===== config.mk =====
export PLATFORM = sky130hd
export DESIGN_NAME = genotype_field_stream_parser
export DESIGN_NICKNAME = d
export VERILOG_FILES = /design/src/sv/gfsp_pkg.sv /design/src/sv/genotype_field_stream_parser.sv
export SDC_FILE = /design/constraint.sdc
export NUM_CORES = 1
export LEC_CHECK = 0
export BUFFER_PORTS_ARGS = -buffer_cell sky130_fd_sc_hd__buf_2
export CAP_MARGIN = 20
export CORE_MARGIN = 5
export CORE_UTILIZATION = 32
export CTS_CLUSTER_SIZE = 28
export DETAILED_ROUTE_END_ITERATION = 7
export GPL_TIMING_DRIVEN = 0
export PLACE_DENSITY = 0.45
export SLEW_MARGIN = 20
export SYNTH_ARGS = -nofsm -noshare
export SYNTH_HDL_FRONTEND = slang
export SYNTH_SLANG_ARGS = --single-unit

===== constraint.sdc =====
create_clock -name clk_i -period 4.9 [get_ports clk_i]
set_input_delay 0.98 -clock clk_i [delete_from_list [all_inputs] [get_ports clk_i]]
set_output_delay 0.98 -clock clk_i [all_outputs]
set_load 0.01 [all_outputs]

===== src/sv/gfsp_pkg.sv =====
// Shared types and constants of the genotype field stream parser.
package gfsp_pkg;

  // Expected sample count is clamped to this many samples per line
  localparam int unsigned MAX_SAMPLES = 4096;

  // Fixed field widths
  localparam int unsigned CNT_W   = 13;
  localparam int unsigned NUM_W   = 12;
  localparam int unsigned GTIX_W  = 6;
  localparam int unsigned SUBP_W  = 7;
  localparam int unsigned CFG_IX_W = 2;

  localparam logic [CNT_W-1:0]  MAX_EXPECTED = CNT_W'(MAX_SAMPLES);
  localparam logic [CNT_W-1:0]  CNT_SAT      = '1;
  localparam logic [NUM_W-1:0]  NUM_SAT      = '1;
  localparam logic [SUBP_W-1:0] SUBP_SAT     = '1;

  // Configuration register indexes
  localparam logic [CFG_IX_W-1:0] REG_GT_FIELD_INDEX = CFG_IX_W'(0);
  localparam logic [CFG_IX_W-1:0] REG_SAMPLE_COUNT   = CFG_IX_W'(1);

  // Character codes
  localparam logic [7:0] CH_TAB   = 8'h09;
  localparam logic [7:0] CH_CR    = 8'h0D;
  localparam logic [7:0] CH_SPACE = 8'h20;
  localparam logic [7:0] CH_PLUS  = 8'h2B;
  localparam logic [7:0] CH_MINUS = 8'h2D;
  localparam logic [7:0] CH_SLASH = 8'h2F;
  localparam logic [7:0] CH_ZERO  = 8'h30;
  localparam logic [7:0] CH_COLON = 8'h3A;
  localparam logic [7:0] CH_PIPE  = 8'h7C;

  // Allele codes; AL_OTHER is internal only
  localparam logic [1:0] AL_REF   = 2'd0;
  localparam logic [1:0] AL_ALT   = 2'd1;
  localparam logic [1:0] AL_MISS  = 2'd2;
  localparam logic [1:0] AL_OTHER = 2'd3;

  // Allele value: bit 2 negative, bits 1:0 magnitude 0, 1 or 2-and-up
  localparam logic [1:0] MAG_ZERO = 2'd0;
  localparam logic [1:0] MAG_ONE  = 2'd1;
  localparam logic [1:0] MAG_BIG  = 2'd2;

  typedef enum logic [1:0] {
    ST_OK       = 2'd0,
    ST_EXCESS   = 2'd1,
    ST_MISMATCH = 2'd2
  } gfsp_status_e;

  typedef enum logic [2:0] {
    PH_WS1   = 3'd0,
    PH_SIGN1 = 3'd1,
    PH_DIG1  = 3'd2,
    PH_WS2   = 3'd3,
    PH_SIGN2 = 3'd4,
    PH_DIG2  = 3'd5,
    PH_DONE  = 3'd6,
    PH_FAIL  = 3'd7
  } gfsp_phase_e;

  typedef struct packed {
    logic [7:0] char_byte;
    logic       line_end;
  } gfsp_in_t;

  typedef struct packed {
    logic [1:0]       first_allele;
    logic [1:0]       second_allele;
    logic             phased;
    logic             sample_present;
    logic [NUM_W-1:0] sample_number;
    logic             line_done;
    gfsp_status_e     status;
  } gfsp_out_t;

endpackage


===== src/sv/genotype_field_stream_parser.sv =====
// Genotype field stream parser: per-byte column/subfield tracking and GT pair parsing.
//
// Accepts one text byte per clock cycle while not stalled. Each byte updates the column
// state (subfield position, token length, genotype parse phase and allele values),
// and a tab or line-end byte loads at most one result into the output register,
// or into the skid stage while the output register holds a stalled result.
// A one-entry skid stage behind the output register lets input continue while
// a result waits; input stalls only once both hold a result. No memories, no
// start-up pass: the block takes bytes right after reset. Configuration writes
// are always ready.
module genotype_field_stream_parser
  import gfsp_pkg::*;
#(
  parameter int unsigned TOKEN_CAP = 1024
) (
  input  logic                clk_i,
  input  logic                rst_ni,
  // byte input
  input  logic                in_valid_i,
  output logic                in_stall_o,
  input  gfsp_in_t            in_data_i,
  // result output
  output logic                out_valid_o,
  input  logic                out_stall_i,
  output gfsp_out_t           out_data_o,
  // configuration writes
  input  logic                cfg_valid_i,
  output logic                cfg_ready_o,
  input  logic [CFG_IX_W-1:0] cfg_index_i,
  input  logic [CNT_W-1:0]    cfg_data_i
);

  localparam int unsigned TOK_W = $clog2(TOKEN_CAP);
  localparam logic [TOK_W-1:0] TOK_LIMIT = TOK_W'(TOKEN_CAP - 1);

  // Digit accumulation on the saturating allele value
  function automatic logic [2:0] add_digit(input logic [2:0] v, input logic [7:0] d);
    logic [1:0] mag;
    begin
      if (v[1:0] == MAG_ZERO) begin
        mag = (d == 8'd0) ? MAG_ZERO : ((d == 8'd1) ? MAG_ONE : MAG_BIG);
      end else begin
        mag = MAG_BIG;
      end
      add_digit = {v[2], mag};
    end
  endfunction

  // Allele value to code: 0, +1, -1 (missing), other
  function automatic logic [1:0] classify(input logic [2:0] v);
    logic [1:0] code;
    begin
      if (v[1:0] == MAG_ZERO) begin
        code = AL_REF;
      end else if (v[1:0] == MAG_ONE) begin
        code = v[2] ? AL_MISS : AL_ALT;
      end else begin
        code = AL_OTHER;
      end
      classify = code;
    end
  endfunction

  // Configuration registers
  logic [GTIX_W-1:0] gt_idx_q;
  logic [CNT_W-1:0]  smp_cnt_q;

  // Column and line state
  gfsp_phase_e       phase_q, phase_d;
  logic [SUBP_W-1:0] subpos_q, subpos_d;
  logic [TOK_W-1:0]  toklen_q, toklen_d;
  logic [2:0]        first_q, first_d;
  logic [2:0]        second_q, second_d;
  logic              slash_q, slash_d;
  logic              gt_seen_q, gt_seen_d;
  logic [CNT_W-1:0]  samples_q, samples_d;

  // Output register and skid stage
  logic      out_vld_q, skid_vld_q;
  gfsp_out_t out_q, skid_q;

  logic      accept;
  logic      res_vld;
  gfsp_out_t res;

  assign cfg_ready_o = 1'b1;
  assign in_stall_o  = skid_vld_q;
  assign accept      = in_valid_i && !skid_vld_q;
  assign out_valid_o = out_vld_q;
  assign out_data_o  = out_q;

  // Per-byte state update and result formation
  always_comb begin
    logic [7:0]       b;
    logic [7:0]       d;
    logic             dig;
    logic             sgn;
    logic             spc;
    logic             finish;
    logic             ok;
    logic [1:0]       a1;
    logic [1:0]       a2;
    logic [CNT_W-1:0] expected;

    b   = in_data_i.char_byte;
    d   = b - CH_ZERO;
    dig = (d <= 8'd9);
    sgn = (b == CH_PLUS) || (b == CH_MINUS);
    spc = (b == CH_SPACE) || ((b >= CH_TAB) && (b <= CH_CR));
    expected = (smp_cnt_q > MAX_EXPECTED) ? MAX_EXPECTED : smp_cnt_q;
    ok  = 1'b0;
    a1  = AL_MISS;
    a2  = AL_MISS;

    phase_d   = phase_q;
    subpos_d  = subpos_q;
    toklen_d  = toklen_q;
    first_d   = first_q;
    second_d  = second_q;
    slash_d   = slash_q;
    gt_seen_d = gt_seen_q;
    samples_d = samples_q;

    res_vld            = 1'b0;
    res.first_allele   = AL_MISS;
    res.second_allele  = AL_MISS;
    res.phased         = 1'b0;
    res.sample_present = 1'b0;
    res.sample_number  = '0;
    res.line_done      = in_data_i.line_end;
    res.status         = ST_OK;

    if (subpos_q == SUBP_W'(gt_idx_q)) begin
      gt_seen_d = 1'b1;
    end

    // Byte within the token cap
    if ((b != CH_TAB) && (toklen_q < TOK_LIMIT)) begin
      toklen_d = toklen_q + 1'b1;
      if (b == CH_COLON) begin
        if (subpos_q != SUBP_SAT) begin
          subpos_d = subpos_q + 1'b1;
        end
        if (subpos_d == SUBP_W'(gt_idx_q)) begin
          gt_seen_d = 1'b1;
        end
      end else if (subpos_q == SUBP_W'(gt_idx_q)) begin
        // Genotype pair parse step
        unique case (phase_q)
          PH_WS1: begin
            if (spc) begin
            end else if (sgn) begin
              first_d = (b == CH_MINUS) ? 3'b100 : 3'b000;
              phase_d = PH_SIGN1;
            end else if (dig) begin
              first_d = add_digit(3'b000, d);
              phase_d = PH_DIG1;
            end else begin
              phase_d = PH_FAIL;
            end
          end
          PH_SIGN1: begin
            if (dig) begin
              first_d = add_digit(first_q, d);
              phase_d = PH_DIG1;
            end else begin
              phase_d = PH_FAIL;
            end
          end
          PH_DIG1: begin
            if (dig) begin
              first_d = add_digit(first_q, d);
            end else if (b == CH_PIPE) begin
              slash_d = 1'b0;
              phase_d = PH_WS2;
            end else if (b == CH_SLASH) begin
              slash_d = 1'b1;
              phase_d = PH_WS2;
            end else begin
              phase_d = PH_FAIL;
            end
          end
          PH_WS2: begin
            if (spc) begin
            end else if (sgn) begin
              second_d = (b == CH_MINUS) ? 3'b100 : 3'b000;
              phase_d  = PH_SIGN2;
            end else if (dig) begin
              second_d = add_digit(3'b000, d);
              phase_d  = PH_DIG2;
            end else begin
              phase_d = PH_FAIL;
            end
          end
          PH_SIGN2: begin
            if (dig) begin
              second_d = add_digit(second_q, d);
              phase_d  = PH_DIG2;
            end else begin
              phase_d = PH_FAIL;
            end
          end
          PH_DIG2: begin
            if (dig) begin
              second_d = add_digit(second_q, d);
            end else begin
              phase_d = PH_DONE;
            end
          end
          PH_DONE, PH_FAIL: begin
          end
          default: begin
          end
        endcase
      end
    end

    finish = (b == CH_TAB) || in_data_i.line_end;

    // Column end: emit a seen GT sample or a line-end result, then reset column state
    if (finish) begin
      if (gt_seen_d) begin
        ok = (phase_d == PH_DIG2) || (phase_d == PH_DONE);
        a1 = classify(first_d);
        a2 = classify(second_d);
        res.sample_present = 1'b1;
        if (!ok) begin
          res.phased = 1'b1;
        end else begin
          res.phased = !slash_d;
          if ((a1 != AL_OTHER) && (a2 != AL_OTHER)) begin
            res.first_allele  = a1;
            res.second_allele = a2;
          end
        end
        res.sample_number = (samples_q > CNT_W'(NUM_SAT)) ? NUM_SAT : samples_q[NUM_W-1:0];
        if (samples_q >= expected) begin
          res.status = ST_EXCESS;
        end
        if (samples_q != CNT_SAT) begin
          samples_d = samples_q + 1'b1;
        end
        res_vld = 1'b1;
      end

      if (in_data_i.line_end) begin
        if (samples_d != expected) begin
          res.status = ST_MISMATCH;
        end
        samples_d = '0;
        res_vld   = 1'b1;
      end

      phase_d   = PH_WS1;
      subpos_d  = '0;
      toklen_d  = '0;
      first_d   = '0;
      second_d  = '0;
      slash_d   = 1'b0;
      gt_seen_d = 1'b0;
    end
  end

  // Configuration registers
  always_ff @(posedge clk_i or negedge rst_ni) begin
    if (!rst_ni) begin
      gt_idx_q  <= '0;
      smp_cnt_q <= CNT_W'(1);
    end else if (cfg_valid_i && cfg_ready_o) begin
      if (cfg_index_i == REG_GT_FIELD_INDEX) begin
        gt_idx_q <= cfg_data_i[GTIX_W-1:0];
      end else if (cfg_index_i == REG_SAMPLE_COUNT) begin
        smp_cnt_q <= cfg_data_i;
      end
    end
  end

  // Parse state registers
  always_ff @(posedge clk_i or negedge rst_ni) begin
    if (!rst_ni) begin
      phase_q   <= PH_WS1;
      subpos_q  <= '0;
      toklen_q  <= '0;
      first_q   <= '0;
      second_q  <= '0;
      slash_q   <= 1'b0;
      gt_seen_q <= 1'b0;
      samples_q <= '0;
    end else if (accept) begin
      phase_q   <= phase_d;
      subpos_q  <= subpos_d;
      toklen_q  <= toklen_d;
      first_q   <= first_d;
      second_q  <= second_d;
      slash_q   <= slash_d;
      gt_seen_q <= gt_seen_d;
      samples_q <= samples_d;
    end
  end

  // Output register with one-entry skid stage
  always_ff @(posedge clk_i or negedge rst_ni) begin
    if (!rst_ni) begin
      out_vld_q  <= 1'b0;
      skid_vld_q <= 1'b0;
    end else if (!out_vld_q || !out_stall_i) begin
      out_vld_q  <= skid_vld_q || (accept && res_vld);
      skid_vld_q <= 1'b0;
    end else if (accept && res_vld) begin
      skid_vld_q <= 1'b1;
    end
  end

  always_ff @(posedge clk_i) begin
    if (!out_vld_q || !out_stall_i) begin
      out_q <= skid_vld_q ? skid_q : res;
    end else if (accept && res_vld) begin
      skid_q <= res;
    end
  end

endmodule

Word-level counts from Yosys, hierarchy flattened
Index checks and enable logic that the tools add are counted.

operators by class
  add/subtract/negate cells = 4
  $mul = 0
  divide/modulo/power cells = 0
  magnitude comparators = 7
  equality and inequality tests = 26
  shifts and indexed selects = 0
  muxes and demuxes = 91
  bitwise logic cells = 2
  reduce and logical (&&, ||, !) cells = 33

operator list
  kind                                                              number
  two-way mux 3 bit                                                 27
  two-way mux 13 bit                                                5
  two-way mux 2 bit                                                 21
  two-way mux 7 bit                                                 6
  equality test 8 x 6 -> 1 bit (second input constant)              5
  two-way mux 18 bit                                                2
  two-way mux 1 bit                                                 21
  two-way mux 21 bit                                                1
  two-way mux 10 bit                                                2
  case mux 3 bit (6 select lines)                                   1
  <= comparator 8 x 4 -> 1 bit (second input constant)              2
  equality test 7 x 6 -> 1 bit                                      2
  adder 13 x 1 -> 13 bit (second input constant)                    1
  >= comparator 13 bit                                              1
  greater-than comparator 13 x 12 -> 1 bit (second input constant)  1
  greater-than comparator 13 bit (second input constant)            1
  != test 13 bit                                                    1
  != test 13 bit (second input constant)                            1
  equality test 3 bit (second input constant)                       4
  two-way mux 12 bit                                                1
  case mux 3 bit (2 select lines)                                   2
  adder 10 x 1 -> 10 bit (second input constant)                    1
  logical NOT 2 bit                                                 5
  < comparator 10 bit (second input constant)                       1
  23 further kinds                                                  48

word-level totals
  register bits = 104
  bits in latches = 0
  memory bits (writable) = 0
  bits in read-only memories = 0
  input bits = 29
  output and inout bits = 24
  word-level logic and storage cells = 189
  memories = 0

Logic depth before layout (Yosys ltp)
Gate-level depths: netlist of the first run.

  depth after elaboration = 23
  mapped depth = 13
  mapped depth without buffers = 12

Least setup slack after synthesis of the first run
Ideal clock, no wire load.

  path type = input to register
  from = input port in_data_i[8] (netlist bit)
  to = register out_q (netlist bit out_data_o[1]) (data pin)
  library setup time = 0.260 ns
  data arrival time = 3.550 ns
  data required time = 4.640 ns
  slack = 1.090 ns
  stages on the path = 9
  buffers on the path = 0
  cell sequence = and4bb_1 > and4_1 > nand4b_1 > nor4b_2 > a21oi_2 > or4_4 > a2111oi_4 > a31oi_2 > mux2_2

RTL lines
  item                    line                                 source
  start: declaration      genotype_field_stream_parser.sv:21   input gfsp_in_t in_data_i,
  end signal: assignment  genotype_field_stream_parser.sv:316  out_q <= skid_vld_q ? skid_q : res;
  end: declaration        genotype_field_stream_parser.sv:80   gfsp_out_t out_q, skid_q;

==> results of run 1 <==
==> cells in the final DEF (no fill, tap or decap), drive strengths merged, types with 15 or more instances in the layout <==
| cell | count |
|---|---|
| xnor2 | 15 |
| o21ai | 38 |
| nand2 | 77 |
| nor3 | 18 |
| clkbuf | 38 |
| ha | 16 |
| nor2 | 68 |
| edfxtp | 42 |
| inv | 22 |
| mux2 | 32 |
| a21oi | 34 |
| buf | 61 |
| dfrtp | 61 |
| nand3 | 19 |
==> synthesized netlist by cell type, types with 11 or more instances <==
library cell and number:
nand3_1 18, nor3_1 17, xnor2_1 15, o21ai_0 32
inv_1 17, nor2_1 68, a21oi_1 33, a31oi_1 11
edfxtp_1 42, xor2_1 12, clkbuf_1 29, ha_1 16
nand2_1 77, mux2_2 32, dfrtp_1 61, o31ai_1 11
==> critical path, delay by kind of cell <==
| family | cells | cell delay [ns] |
|---|---|---|
| muxes | 1 | 0.32 |
| and+or+nand+nor | 6 | 2.31 |
| AOI/OAI and AO/OA | 2 | 0.47 |
| buffers and inverters | 2 | 0.37 |
==> routing by layer <==
layer / wire, um / vias to the layer above / part of all wire [%] / global-route usage, %
met5: 0 / - / 0 / 0
met1: 8290 / 2552 / 50 / 21.0
met4: 248 / 0 / 1.5 / 4.17
li1: - / 2592 / - / -
met3: 783 / 18 / 4.7 / 2.93
met2: 7340 / 163 / 44 / 23.2
==> how the worst max path moves through the flow <==
| stage | startpoint | endpoint | slack [ns] | depth (start not counted) |
|---|---|---|---|---|
| finish | in_data_i[5] | out_data_o[20] | 0.54 | 11 |
| detailed placement | in_data_i[5] | out_data_o[16] | 0.28 | 11 |
| global placement | in_data_i[5] | skid_q[15] | 0.11 | 7 |
| floorplan | in_data_i[8] | out_data_o[1] | 1.09 | 9 |
| global route | in_data_i[5] | out_data_o[20] | 0.46 | 11 |
| CTS | in_data_i[5] | out_data_o[20] | 0.65 | 11 |
==> kinds of logic (layout without fill, tap and decap cells) <==
logic type | after synthesis | in the layout | synth area share (%)
fa+ha+maj | 16 | 16 | 3.14
other cells | 1 | 1 | 0.0589
mux | 38 | 38 | 6.60
compound gates | 168 | 168 | 18.5
xor+xnor | 27 | 27 | 3.71
flops | 104 | 104 | 44.2
simple gates | 254 | 254 | 20.0
buf+inv | 56 | 125 | 3.75
==> flip-flops by register name, indices dropped and copies added (netlist names) <==
signal,count
out_data_o,21
skid_q,21
samples_q,13
smp_cnt_q,13
toklen_q,10
subpos_q,7
gt_idx_q,6
first_q,3
phase_q,3
second_q,3
gt_seen_q,1
in_stall_o,1
out_valid_o,1
slash_q,1
==> per-stage QoR <==
step | cell area [um^2] | std cells | hold slack, ns | setup WS (ns) | util [%]
3_3_place_gp | 6950 | 980 | 0.486 | 0.109 | 35.6
5_1_grt | 7300 | 998 | 0.520 | 0.457 | 37.4
3_5_place_dp | 6990 | 982 | 0.491 | 0.275 | 35.8
2_1_floorplan | 6370 | 664 | 0.471 | 1.09 | -
4_1_cts | 7300 | 998 | 0.510 | 0.654 | 37.4
6_report | 7300 | 998 | 0.505 | 0.540 | 37.4
==> cell type report <==
class / count / area, um^2
sequential: 104 / 2810
tap: 265 / 332
timing repair buffer: 53 / 293
clock buffer: 9 / 225
clock inverter: 7 / 81.3
buffer: 37 / 168
inverter: 19 / 71.3
multi-input combinational: 504 / 3320
fill: 2018 / 12200
==> power groups by stage <==
stage	sequential (mW)	combinational, mW	clock [mW]
global route	1.05	0.652	0.795
floorplan	1.05	0.407	0
global placement	1.06	0.570	0
CTS	1.04	0.580	0.768
finish	1.04	0.580	0.740
detailed placement	1.06	0.577	0
==> results.md, run 1 <==
- Pwr Density: between 300 and 400 nW/um^2
- Total gr overflow: 0
- Synthesis Warnings: 0
- Slew Limit Fails: 0
- P&R area growth vs syn: 14.7%
- Pleak: between 2 and 3 nW
- Fraction of layout cells with a size suffix above 1: approximately 17%
- Core Rows: between 50 and 60
- #FFs+latches synth: about 100
- Gpl congestion: approximately 0.9
- Pin count of the biggest net entering global routing: 33
- Setup-failing EPs final: 0
- Post-synth ARST share: between 50 and 60%
- Worst Hold Launch: smp_cnt_q[7]
- Final min period: ~4.4 ns
- Post-cts sizing count: 0
- Outcome: finished, final reports clean
- Crit-path cells: buf_2 -> or4b_1 -> nor4_1 -> or3_1 -> clkbuf_1 -> nor4_1 -> o32a_1 -> o22a_1 -> nor3_1 -> nand3_1 -> mux2_2
- Worst hold endpoint: smp_cnt_q[7]
- Synthesized Nets: between 700 and 800
- Cells on worst reg2reg path: 11
- Clock-pin slew of the registers on the worst-case setup and hold paths: 0.08 ns
- First-pass GRT wire length: around 27000 um
- Vias in the first global route: around 5100
- Syn Inst Count: approximately 660
- Unrepaired setup endpoints after global routing: false
- Worst R2R End: out_data_o[1]
- R2R Setup Slk: 0.94 ns
- RR Startpoint: subpos_q[1]
- F_max: 229 MHz
- Synth Flop Type: dfrtp_1
- Combinational power share: around 25%
- CTS Buffer Depth: 2
- Synthesized area: approximately 6400 um^2
- DRC violations left: 0
- Clk_lat worst skew: 0.36 ns
- Worst path required time: between 5 and 6 ns
- HPWL after DPL: about 13000 um
- Core Box Area: 19500 um^2
- Quantity of hold-fixing buffers added after cts: 0
- Synth area leader: dfrtp_1
- Most common cell on crit path: nor4_1
- Main area contributors after synthesis: dfrtp_1, edfxtp_1, mux2_2
- Port bufs: 51
- Clk network pwr share: 31.3%
- Sequential Power Share: 44.1%
- Peak VDD IR: between 0.15 and 0.2 mV
- Starting DRT DRC Count: 303
- Clock Skew: ~0.011 ns
- Hold Path Class: register to register
- Setup TNS: 0 ns
- Num CTS Buffers: 9
- Die X: ~150 um
- CTS root buf: clkbuf_16
- Slew @ Worst Pin: ~0.95 ns
- Final hold violations: 0
- Diode count: 0
- CP Launch Type: input pin
- Switching power share of the total: 33.1%
- Fin crit share: 89.0%
- CP max stage delay: around 0.6 ns
- Setup Fix Bufs, Post-CTS: 0
- Crit path DAT: between 4 and 5 ns
- Syn avg cell area: 9.59 um^2
- TritonCTS Sinks: 104
- Synth unique cells: 81
- Hold Crit Depth: 1
- Final Power: 2.36 mW
- Total number of vias: around 5300
- All-Layer GR Usage: 14.9%
- First-pass DRT Iterations: 5
- H-tree depth: 3
- Die ar.: between 20000 and 25000 um^2
- I/O pin total: 53
- Post-synth EDFFs: 42
- Slew HR: a little under two fifths
- Crit-path slowest cell: nor3_1
- Post-route antenna net violation count: 0
- Nets: about 770
- Synth top area share: between 20% and 30%
- Worst Path Max Fanout: 7
- Initial antenna violation count: 0
- Net switching power: around 0.8 mW
- Cell Int Power: between 1.5 and 2 mW
- Post-detailed-routing wire length: about 17000 um
- DR WL/cell: around 17 um
- Die H: between 150 and 200 um
- Sequential cell area fraction in the yosys report: 44.2%
- Max_cap viols: 0
- Worst Setup Path Type: input pin to register
- Critical path endpoint category: register
- Initial Util: about a third
- DR vias/cell: 5.34
- CTS tree: built
Power figures use the tool's default switching activity.
==> run 2, diff against run 1 <==
CORE_ASPECT_RATIO = 0.5   (was unset)
TNS_END_PERCENT = 10   (was unset)
==> run 2 against run 1 <==
Effect of this change:
- first-iteration DRC count rose by 6.6%
- maximum frequency fell by 1.3%
- via count fell by 1.2%
- global-route usage rose by 1.1 points
- final cell count rose by 0.10%
- non-clock buffer count did not move
- utilization barely moved
- die area rose by 0.75%
- critical path type unchanged
- critical endpoint unchanged
==> results.md, run 2 (synthesized netlist as in run 1, its figures left out) <==
- Gpl congestion: 0.850 (-4.2%)
- Slew HR: 34.4% (-2.3 points)
- Worst Path Max Fanout: 7 (unchanged)
- Critical path endpoint category: register
- Max_cap viols: 0 (unchanged)
- Total gr overflow: 0 (unchanged)
- Post-detailed-routing wire length: 17900 um (+7.2%)
- Crit path DAT: 4.53 ns (+0.06 ns)
- Die ar.: 23000 um^2 (+0.75%)
- Cells on worst reg2reg path: 10 (-1)
- CTS Buffer Depth: 2 (unchanged)
- CP Launch Type: input pin
- Sequential Power Share: 44.1% (about the same)
- Fraction of layout cells with a size suffix above 1: 17.5% (unchanged)
- F_max: 226 MHz (-1.3%)
- Setup TNS: 0 ns (unchanged)
- Peak VDD IR: 0.150 mV (-21%)
- Initial antenna violation count: 0 (unchanged)
- Vias in the first global route: 5195 (+1.4%)
- Hold Path Class: register to register
- Post-cts sizing count: 0 (unchanged)
- Multi-input logic area: 3320 um^2 (about the same)
- Starting DRT DRC Count: 323 (+6.6%)
- Combinational power share: 25.0% (+0.4 points)
- Cell Int Power: 1.58 mW (-0.34%)
- Pwr Density: 325 nW/um^2 (+0.44%)
- DR WL/cell: 17.9 um (+7.0%)
- Hold Crit Depth: 1 (unchanged)
- TritonCTS Sinks: 104 (unchanged)
- Quantity of hold-fixing buffers added after cts: 0 (unchanged)
- DR vias/cell: 5.27 (-1.3%)
- All-Layer GR Usage: 16.0% (+1.1 points)
- Core Rows: 36 (-29%)
- Layout fillers: 2023 (+0.25%)
- Crit-path cells: buf_2 -> or4b_1 -> nor4_1 -> or3_1 -> clkbuf_1 -> nor4_1 -> o32a_1 -> o22a_1 -> nor3_1 -> nand3_1 -> mux2_2
- Fin crit share: 90.1% (+1.2 points)
- Register Area: 2810 um^2 (unchanged)
- Slew @ Worst Pin: 0.982 ns (+0.0354 ns)
- Die H: 110 um (-27%)
- Clk network pwr share: 30.9% (-0.4 points)
- I/O pin total: 53 (unchanged)
- Port bufs: 51 (unchanged)
- Worst path required time: 5.02 ns (about the same)
- Nets: 773 (unchanged)
- HPWL after DPL: 13600 um (+8.3%)
- Clk_lat worst skew: 0.36 ns (about the same)
- Die X: 209 um (+39%)
- Most common cell after layout, fill and taps aside: nand2_1
- Unrepaired setup endpoints after global routing: false
- Total number of vias: 5263 (-1.2%)
- Post-route antenna net violation count: 0 (unchanged)
- Num CTS Buffers: 9 (unchanged)
- Setup-failing EPs final: 0 (unchanged)
- Worst Setup Path Type: input pin to register
- Pin count of the biggest net entering global routing: 44 (+33%)
- P&R area growth vs syn: 14.5%
- Diode count: 0 (unchanged)
- Setup Fix Bufs, Post-CTS: 0 (unchanged)
- Most common cell on crit path: nor4_1
- Slew Limit Fails: 0 (unchanged)
- Outcome: finished, final reports clean
- H-tree depth: 3 (unchanged)
- First-pass DRT Iterations: 5 (unchanged)
- Net switching power: 0.794 mW (+1.6%)
- CTS root buf: clkbuf_16
- Hold WS: 0.508 ns (+0.00312 ns)
- CTS tree: built
- Clock-pin slew of the registers on the worst-case setup and hold paths: 0.08 ns (about the same)
- Initial Util: 32.6% (+0.038 points)
- First-pass GRT wire length: 28800 um (+7.4%)
- Core Box Area: 19500 um^2 (-0.12%)
- Final hold violations: 0 (unchanged)
- CP max stage delay: 0.64 ns (+0.03 ns)
- Final min period: 4.42 ns (+0.0574 ns)
- Crit-path slowest cell: nor4_1
- Clock Skew: 0.0120 ns (+0.00102 ns)
- Pleak: 2.86 nW (-0.29%)
- Switching power share of the total: 33.5% (+0.43 points)
- Most frequent cells in the layout: nand2_1, nor2_1, dfrtp_1
- DRC violations left: 0 (unchanged)
==> run 2: cell types whose count changed in the layout (fill, tap and decap cells not counted) <==
cell / delta
buf_12: -1
buf_16: +1
clkbuf_1: +1
clkinv_4: -1
clkinv_8: -2
clkinvlp_4: +1
inv_6: +1
nand2_1: -1
nand2_2: +1
==> run 2: per-stage QoR <==
step	power [mW]	worst slack [ns]	cell area, um^2	std cells	util (%)
finish	2.37	0.483	7290	999	37.4
global route	2.52	0.302	7290	999	37.4
CTS	2.40	0.503	7290	999	37.4
detailed placement	1.66	0.145	7000	983	35.9
global placement	1.65	-0.0385	6950	981	35.7
floorplan	1.46	1.09	6370	664	-
==> run 2: path summary, 6_finish.rpt <==
kind / from / endpoint / slack, ns
hold reg to reg: smp_cnt_q[7] / smp_cnt_q[7] / 0.51
max in group asynchronous: rst_ni / smp_cnt_q[0] / 3.82
setup / recovery: in_data_i[5] / out_data_o[20] / 0.48
min in group asynchronous: rst_ni / gt_idx_q[4] / 0.52
hold / removal: smp_cnt_q[7] / smp_cnt_q[7] / 0.51
setup reg to reg: samples_q[7] / out_data_o[1] / 0.81
==> run 2: critical path, delay by kind of cell <==
kind / cells / cell delay [ns]
compound gates: 2 / 0.48
mux: 1 / 0.32
simple gates: 6 / 2.34
buf+inv: 2 / 0.41
==> run 2: final cells by class <==
cell class	instances	area share, %
Buffer	37	2.30
Clock buffer	10	3.14
Clock inverter	6	0.772
Inverter	19	0.978
Multi-Input combinational cell	504	45.5
Sequential cell	104	38.6
Tap cell	266	4.57
Timing Repair Buffer	53	4.12
==> run 2: per-layer routing <==
metal / track usage [%] / part of all wire [%] / vias to the layer above
li1: - / - / 2583
met1: 23.9 / 52 / 2538
met2: 23.4 / 41 / 125
met3: 3.68 / 5.5 / 17
met4: 3.54 / 1.1 / 0
met5: 0 / 0 / -
==> run 2: power by group through the flow <==
stage / logic, mW / clock network, mW / registers [mW]
2_1_floorplan: 0.407 / 0 / 1.05
3_3_place_gp: 0.585 / 0 / 1.06
3_5_place_dp: 0.593 / 0 / 1.06
4_1_cts: 0.597 / 0.760 / 1.05
5_1_grt: 0.669 / 0.792 / 1.05
6_report: 0.593 / 0.732 / 1.05
